### src/silq_pkg.sv
`timescale 1ns / 1ps

package silq_pkg;

    // list size and field widths
    localparam int CAPACITY = 16;
    localparam int OCC_W    = $clog2(CAPACITY + 1);
    localparam int DATA_W   = 32;
    localparam int COUNT_W  = 5;
    localparam int OP_W     = 2;
    localparam int STATUS_W = 2;

    typedef enum logic [OP_W-1:0] {
        OP_PUSH_FRONT    = 2'd0,
        OP_INSERT_SORTED = 2'd1,
        OP_POP_FRONT     = 2'd2,
        OP_PEEK_FRONT    = 2'd3
    } opcode_t;

    typedef enum logic [STATUS_W-1:0] {
        ST_OK    = 2'd0,
        ST_EMPTY = 2'd1,
        ST_FULL  = 2'd2
    } status_t;

    // what every cell does this cycle
    typedef enum logic [1:0] {
        CELL_HOLD,
        CELL_INSERT,
        CELL_REMOVE
    } cell_op_t;

    typedef struct packed {
        cell_op_t                   op;
        logic signed [DATA_W-1:0]   value;
    } cell_ctl_t;

endpackage

### src/silq_cell.sv
`timescale 1ns / 1ps

module silq_cell
    import silq_pkg::*;
(
    input  logic                      clk,
    input  logic                      rst_n,
    input  cell_ctl_t                 ctl,
    input  logic signed [DATA_W-1:0]  left_data,
    input  logic                      left_valid,
    input  logic signed [DATA_W-1:0]  right_data,
    input  logic                      right_valid,
    input  logic                      keep_in,
    output logic                      keep_out,
    output logic signed [DATA_W-1:0]  data,
    output logic                      valid
);

    logic signed [DATA_W-1:0] data_reg;
    logic signed [DATA_W-1:0] data_next;
    logic                     valid_reg;
    logic                     valid_next;
    logic                     lt;

    // stored entry is ahead of the new value
    assign lt       = valid_reg && (data_reg < ctl.value);
    assign keep_out = keep_in && lt;

    // hold, open a gap or take the value, or shift toward the front
    always_comb
    begin
        data_next  = data_reg;
        valid_next = valid_reg;
        case (ctl.op)
            CELL_HOLD:
            begin
                data_next  = data_reg;
                valid_next = valid_reg;
            end
            CELL_INSERT:
            begin
                if (keep_in && lt)
                begin
                    data_next  = data_reg;
                    valid_next = valid_reg;
                end
                else if (keep_in)
                begin
                    data_next  = ctl.value;
                    valid_next = 1'b1;
                end
                else
                begin
                    data_next  = left_data;
                    valid_next = left_valid;
                end
            end
            CELL_REMOVE:
            begin
                data_next  = right_data;
                valid_next = right_valid;
            end
            default:
            begin
                data_next  = data_reg;
                valid_next = valid_reg;
            end
        endcase
    end

    // entry payload
    always_ff @(posedge clk)
    begin
        data_reg <= data_next;
    end

    // entry occupied flag
    always_ff @(posedge clk or negedge rst_n)
    begin
        if (!rst_n)
            valid_reg <= 1'b0;
        else
            valid_reg <= valid_next;
    end

    assign data  = data_reg;
    assign valid = valid_reg;

endmodule

### src/sorted_insert_list_queue.sv
`timescale 1ns / 1ps

// Bounded list of CAPACITY signed 32-bit values, held front to back in a row
// of cells. Every request (push front, sorted insert, pop front, peek front)
// finishes in the cycle it is taken: all cells compare against the new value at
// once and a single prefix chain through the row marks the insertion point,
// so a new request is taken every cycle while the result register can be
// emptied. Each request gives one result with the front value (pop and peek),
// a status (ok, empty, full) and the element count after the request.
// A sorted insert goes ahead of the first entry that is not less than the
// value; push front ignores the order. No clearing pass follows reset.
module sorted_insert_list_queue
    import silq_pkg::*;
(
    input  logic                       clk,
    input  logic                       rst_n,
    input  logic                       in_valid,
    output logic                       in_ready,
    input  logic [OP_W-1:0]            opcode,
    input  logic signed [DATA_W-1:0]   value,
    output logic                       out_valid,
    input  logic                       out_ready,
    output logic signed [DATA_W-1:0]   result_value,
    output logic [STATUS_W-1:0]        status,
    output logic [COUNT_W-1:0]         count
);

    logic                       accept;
    logic                       is_add;
    logic                       is_read;
    logic                       list_full;
    logic                       list_empty;
    cell_ctl_t                  ctl;

    logic signed [DATA_W-1:0]   cell_data [CAPACITY];
    logic                       cell_valid [CAPACITY];
    logic                       keep [CAPACITY+1];

    logic [OCC_W-1:0]           occ_reg;
    logic [OCC_W-1:0]           occ_next;
    logic                       out_valid_reg;
    logic signed [DATA_W-1:0]   result_reg;
    logic signed [DATA_W-1:0]   result_next;
    logic [STATUS_W-1:0]        status_reg;
    logic [STATUS_W-1:0]        status_next;
    logic [COUNT_W-1:0]         count_reg;

    // handshake: result register frees up when taken
    assign in_ready = !out_valid_reg || out_ready;
    assign accept   = in_valid && in_ready;

    assign is_add     = (opcode == OP_PUSH_FRONT) || (opcode == OP_INSERT_SORTED);
    assign is_read    = (opcode == OP_POP_FRONT) || (opcode == OP_PEEK_FRONT);
    assign list_full  = (occ_reg == OCC_W'(CAPACITY));
    assign list_empty = (occ_reg == '0);

    // command to the row of cells
    always_comb
    begin
        ctl.value = value;
        ctl.op    = CELL_HOLD;
        if (accept && is_add && !list_full)
            ctl.op = CELL_INSERT;
        else if (accept && (opcode == OP_POP_FRONT) && !list_empty)
            ctl.op = CELL_REMOVE;
    end

    // push front forces the insertion point to the head
    assign keep[0] = (opcode == OP_INSERT_SORTED);

    // the cell row
    for (genvar i = 0; i < CAPACITY; i++)
    begin : g_cell
        logic signed [DATA_W-1:0] ld;
        logic                     lv;
        logic signed [DATA_W-1:0] rd;
        logic                     rv;

        if (i == 0)
        begin : g_head
            assign ld = value;
            assign lv = 1'b1;
        end
        else
        begin : g_body
            assign ld = cell_data[i-1];
            assign lv = cell_valid[i-1];
        end

        if (i == CAPACITY - 1)
        begin : g_tail
            assign rd = '0;
            assign rv = 1'b0;
        end
        else
        begin : g_inner
            assign rd = cell_data[i+1];
            assign rv = cell_valid[i+1];
        end

        silq_cell u_cell (
            .clk         (clk),
            .rst_n       (rst_n),
            .ctl         (ctl),
            .left_data   (ld),
            .left_valid  (lv),
            .right_data  (rd),
            .right_valid (rv),
            .keep_in     (keep[i]),
            .keep_out    (keep[i+1]),
            .data        (cell_data[i]),
            .valid       (cell_valid[i])
        );
    end

    // result and new occupancy
    always_comb
    begin
        result_next = '0;
        status_next = ST_OK;
        occ_next    = occ_reg;
        case (ctl.op)
            CELL_INSERT: occ_next = occ_reg + OCC_W'(1);
            CELL_REMOVE: occ_next = occ_reg - OCC_W'(1);
            default:     occ_next = occ_reg;
        endcase
        if (is_add && list_full)
            status_next = ST_FULL;
        else if (is_read && list_empty)
            status_next = ST_EMPTY;
        else if (is_read)
            result_next = cell_data[0];
    end

    // control registers
    always_ff @(posedge clk or negedge rst_n)
    begin
        if (!rst_n)
        begin
            occ_reg       <= '0;
            out_valid_reg <= 1'b0;
        end
        else
        begin
            occ_reg <= occ_next;
            if (accept)
                out_valid_reg <= 1'b1;
            else if (out_ready)
                out_valid_reg <= 1'b0;
        end
    end

    // result payload
    always_ff @(posedge clk)
    begin
        if (accept)
        begin
            result_reg <= result_next;
            status_reg <= status_next;
            count_reg  <= COUNT_W'(occ_next);
        end
    end

    assign out_valid    = out_valid_reg;
    assign result_value = result_reg;
    assign status       = status_reg;
    assign count        = count_reg;

endmodule

### config.mk
export PLATFORM = sky130hd
export DESIGN_NAME = sorted_insert_list_queue
export DESIGN_NICKNAME = d
export VERILOG_FILES = /design/src/silq_pkg.sv /design/src/silq_cell.sv /design/src/sorted_insert_list_queue.sv
export SDC_FILE = /design/constraint.sdc
export NUM_CORES = 2
export LEC_CHECK = 0
export BUFFER_PORTS_ARGS = -buffer_cell sky130_fd_sc_hd__buf_2
export CORE_MARGIN = 4
export CORE_UTILIZATION = 29
export CTS_CLUSTER_SIZE = 30
export DETAILED_ROUTE_END_ITERATION = 6
export PLACE_DENSITY = 0.4
export SLEW_MARGIN = 10
export SYNTH_ARGS = -nofsm -noshare
export SYNTH_HDL_FRONTEND = slang
export SYNTH_SLANG_ARGS = --single-unit
### constraint.sdc
create_clock -name clk -period 10.9 [get_ports clk]
set_clock_uncertainty 0.05 [all_clocks]
set_input_delay 1.635 -clock clk [delete_from_list [all_inputs] [get_ports clk]]
set_output_delay 1.635 -clock clk [all_outputs]
set_load 0.1 [all_outputs]
==> summary.md <==
| Metric | Value |
|---|---|
| Share of flip-flops with an asynchronous set or reset | 3.84% |
| Avg Inst Size Synth | 10.2 um^2 |
| Post-synthesis mux area share | 10.0% |
| Worst path depth | 15 |
| DRC viols | 0 |
| Initial antenna violation count | 20 |
| CP endpoint kind | register |
| Final-layout fill cell count | 13600 |
| Cells after Synth | 3820 |
| Simple-Gate Fraction of Synth Area | about 12% |
| Area grow syn2layout | 13.3% |
| Arrival @ worst endpoint | 7.72 ns |
| RSZ-0062 raised after global routing | false |
| Core ar. | 134000 um^2 |
| PostCTS Resize Cnt | 0 |
| Setup TNS | 0 ns |
| Post-CTS Setup Inserts | 0 |
| CP startpoint | value[26] |
| Vias in the first global route | 29700 |
| Max Fclk | 135 MHz |
| Final setup fails | 0 |
| Longest Clk Path Bufs | 3 |
| Starting Density | approximately 29% |
| Largest cells by area after synthesis | edfxtp_1 42%, ha_1 16%, mux2i_1 9.9% |
| CTS Root Buffer Type | clkbuf_16 |
| CP most frequent cell | buf_4 |
| Die area | roughly 140000 um^2 |
| Final hold violations | 0 |
| Hold-fix buffers, CTS | 0 |
| Global-route wire length before repair | 222000 um |
| Syn Std Cell Area | 39000 um^2 |
| Worst endpoint required time | 11.19 ns |
| Largest family of logic cells by synthesized area | adder cells |
| Placed wire-length estimate | 113000 um |
| Clock sink count | 573 |
| Row count | roughly 130 |
| Port Buffers | 78 |
| R2R cell count | 12 |
| Prevailing post-synth register cell | edfxtp_1 |
| Slew Limit Headroom | 27.6% |
| Largest net degree at the start of global routing | 119 |
| Critical path buffers and inverters | 5 |
| Fin. max-slew vios | 0 |
| Adder-cell share of the synthesized area | 16.0% |
| I/O pins | 79 |
| Average wire per standard cell | 27.2 um |
| Vias | 30300 |
| Post-layout nets | 4385 |
| Distinct cell type count after synthesis | 76 |
| Final cycle utilization of the critical path | 68.1% |
| Crit Reg-Reg Endpoint | g_cell[10].u_cell.data[8]$_DFFE_PP_ |
| Register area share after synthesis | a little over two fifths |
| Gpl congestion | 0.826 |
| Drt first-iter violations | 3011 |
| Crit Path Category | input port to register |
| Syn_nets | 4358 |
| Min-delay worst type | register to register |
| Synth top area share | 42.4% |
| Peak VDD IR | approximately 0.11 mV |
| Chip width | 375 um |
| Area share of xor/xnor cells in the synthesized design | 0.112% |
| Status | completed |
| Die H | 375 um |
| Num CTS Buffers | 77 |
| Slew @ Worst Pin | around 1.1 ns |
| Leak | between 15 and 20 nW |
| Number of flip-flops in the largest register | slightly above 500 |
| Compound-gate portion of the synthesized area | 15.2% |
| Skew-Pair Late Insertion Delay | 0.67 ns |
| Worst stage delay on the critical path | 0.87 ns |
| Crit path max-delay family | simple AND/OR/NAND/NOR gates |
| Antenna Nets Post-Route | 0 |
| Placed cell area | 41500 um^2 |
| Post-synth EDFFs | about 550 |
| Synth Register Bits | 573 |
| Pre-Repair DR Iteration Count | 5 |
| Slowest CP cell | or4_2 |
| Crit-path cells | buf_2, inv_1, buf_4, ha_1, nand4_1, or4_1, or4_1, o221ai_1, mux2_2, o21bai_1, or4_2, nor4_4, buf_4, nor2_4, buf_4 |
| Worst-path fanout max | 33 |
| CTS tree | built |
| Critical Path End | g_cell[10].u_cell.data[8]$_DFFE_PP_ |
| Via/cell ratio | 5.32 |
| Area leader, netlist | edfxtp_1 |
| Share of cells above drive strength 1 | 7.95% |
| GR Overflow Total | 0 |
| Worst reg2reg startpoint | g_cell[4].u_cell.data[31]$_DFFE_PP_ |
| Htree depth | 3 |
| Total wire length | 155000 um |
| FF-to-FF setup slack | 4.57 ns |
| GRT Total Usage | 21.5% |
| Clock slew at reported path FFs | 0.06 ns |
| PwrDens | 161 nW/um^2 |
| CP startpoint kind | input port |
| Syn. warnings | 0 |
| Max-Cap Viols | 0 |
| Tmin final | 7.43 ns |
| Design area | around 44000 um^2 |
-- cells in the mapped netlist, types with 4 or more instances --
library cell and instances:
nand2_1 656, and2_1 39, dfrtp_1 22, nor2b_1 15
or3_1 4, o31ai_1 5, o41ai_1 4, and3_1 5
a221oi_1 10, o21ai_1 69, a211oi_1 41, nor3b_1 4
buf_1 7, inv_1 59, or4_1 7, edfxtp_1 551
and4_1 14, o2111ai_1 5, nor3_1 24, ha_1 499
a21oi_1 199, a22o_1 31, a2111oi_0 14, nor2_1 162
a31oi_1 15, nand3_1 36, buf_4 6, o221ai_1 4
o21bai_1 4, a21o_1 81, nor4_1 11, clkbuf_1 146
o22ai_1 12, o211ai_1 17, nand4_1 58, nand2b_1 18
buf_2 49, a41o_1 6, o21ai_0 448, mux2i_1 388
o21a_1 14, a211o_1 6
-- cells in the final DEF, fill, tap and decap left out, types with 22 or more instances in the layout --
cell type,Yosys,layout
a211oi_1,41,41
a21o_1,81,81
a21oi_1,199,199
a22o_1,31,31
and2_1,39,36
buf_2,49,78
buf_4,6,80
clkbuf_16,0,80
dfrtp_1,22,22
edfxtp_1,551,551
ha_1,499,499
inv_1,59,59
mux2i_1,388,387
nand2_1,656,654
nand3_1,36,34
nand4_1,58,58
nor2_1,162,153
nor3_1,24,24
o21ai_0,448,445
o21ai_1,69,69
-- power by group --
part,internal [W],total (W),switching (W)
logic,0.000452,0.00138,0.000924
registers,0.00273,0.00299,0.000261
clock network,0.00167,0.00275,0.00108
total,0.00485,0.00711,0.00226
-- metrics by stage --
step | utilization, % | power (W) | setup WS [ns] | instances | hold slack, ns
2_1_floorplan | - | 0.00381 | 3.63 | 3820 | 0.446
3_5_place_dp | 31.1 | 0.00440 | 2.84 | 5536 | 0.469
3_3_place_gp | 31.1 | 0.00440 | 2.87 | 5536 | 0.471
6_report | 33.1 | 0.00711 | 3.47 | 5690 | 0.481
4_1_cts | 33.1 | 0.00719 | 3.56 | 5679 | 0.489
5_1_grt | 33.1 | 0.00746 | 3.41 | 5683 | 0.532
-- cells by family (layout without fill, tap and decap cells) --
| kind of cell | Yosys count | count (layout) |
|---|---|---|
| multiplexers | 390 | 390 |
| adder cells (fa/ha/maj) | 500 | 500 |
| AO/OA/AOI/OAI | 1010 | 1010 |
| AND/OR/NAND/NOR | 1071 | 1071 |
| XOR/XNOR | 5 | 5 |
| other | 0 | 11 |
| flip-flops | 573 | 573 |
| buffers and inverters | 271 | 362 |
-- worst min-delay path by stage --
| stage | start | cells past startpoint | end |
|---|---|---|---|
| floorplan | occ_reg[3]$_DFF_PN0_ | 2 | occ_reg[3]$_DFF_PN0_ |
| global placement | out_valid$_DFFE_PN0P_ | 2 | out_valid$_DFFE_PN0P_ |
| detailed placement | out_valid$_DFFE_PN0P_ | 2 | out_valid$_DFFE_PN0P_ |
| CTS | out_valid$_DFFE_PN0P_ | 2 | out_valid$_DFFE_PN0P_ |
| global route | out_valid$_DFFE_PN0P_ | 2 | out_valid$_DFFE_PN0P_ |
| finish | out_valid$_DFFE_PN0P_ | 2 | out_valid$_DFFE_PN0P_ |
-- final cells by class --
type	instances	area [um^2]	share of cell area [%]
repair buffers	159	1010	2.29
multi-input cells	2976	21000	47.5
inverters	60	233	0.526
diodes	11	27.5	0.0622
well taps	1768	2210	5.00
clock inverters	42	561	1.27
clock buffers	101	2100	4.75
flip-flops and latches	573	17100	38.7
-- per-layer routing --
metal | track usage [%] | vias up | part of all wire, %
li1 | - | 14400 | -
met3 | 2.77 | 155 | 5.3
met1 | 32.9 | 14800 | 50
met2 | 31.7 | 863 | 42
met5 | 0 | - | 0
met4 | 5.89 | 0 | 2.5
-- tightest hold or removal path, delay by kind of cell, from the launching register on --
kind             cells  cell delay (ns)
flip-flops           1             0.35
AND/OR/NAND/NOR      2             0.15
Note: power is estimated with default switching activity, not from simulation.
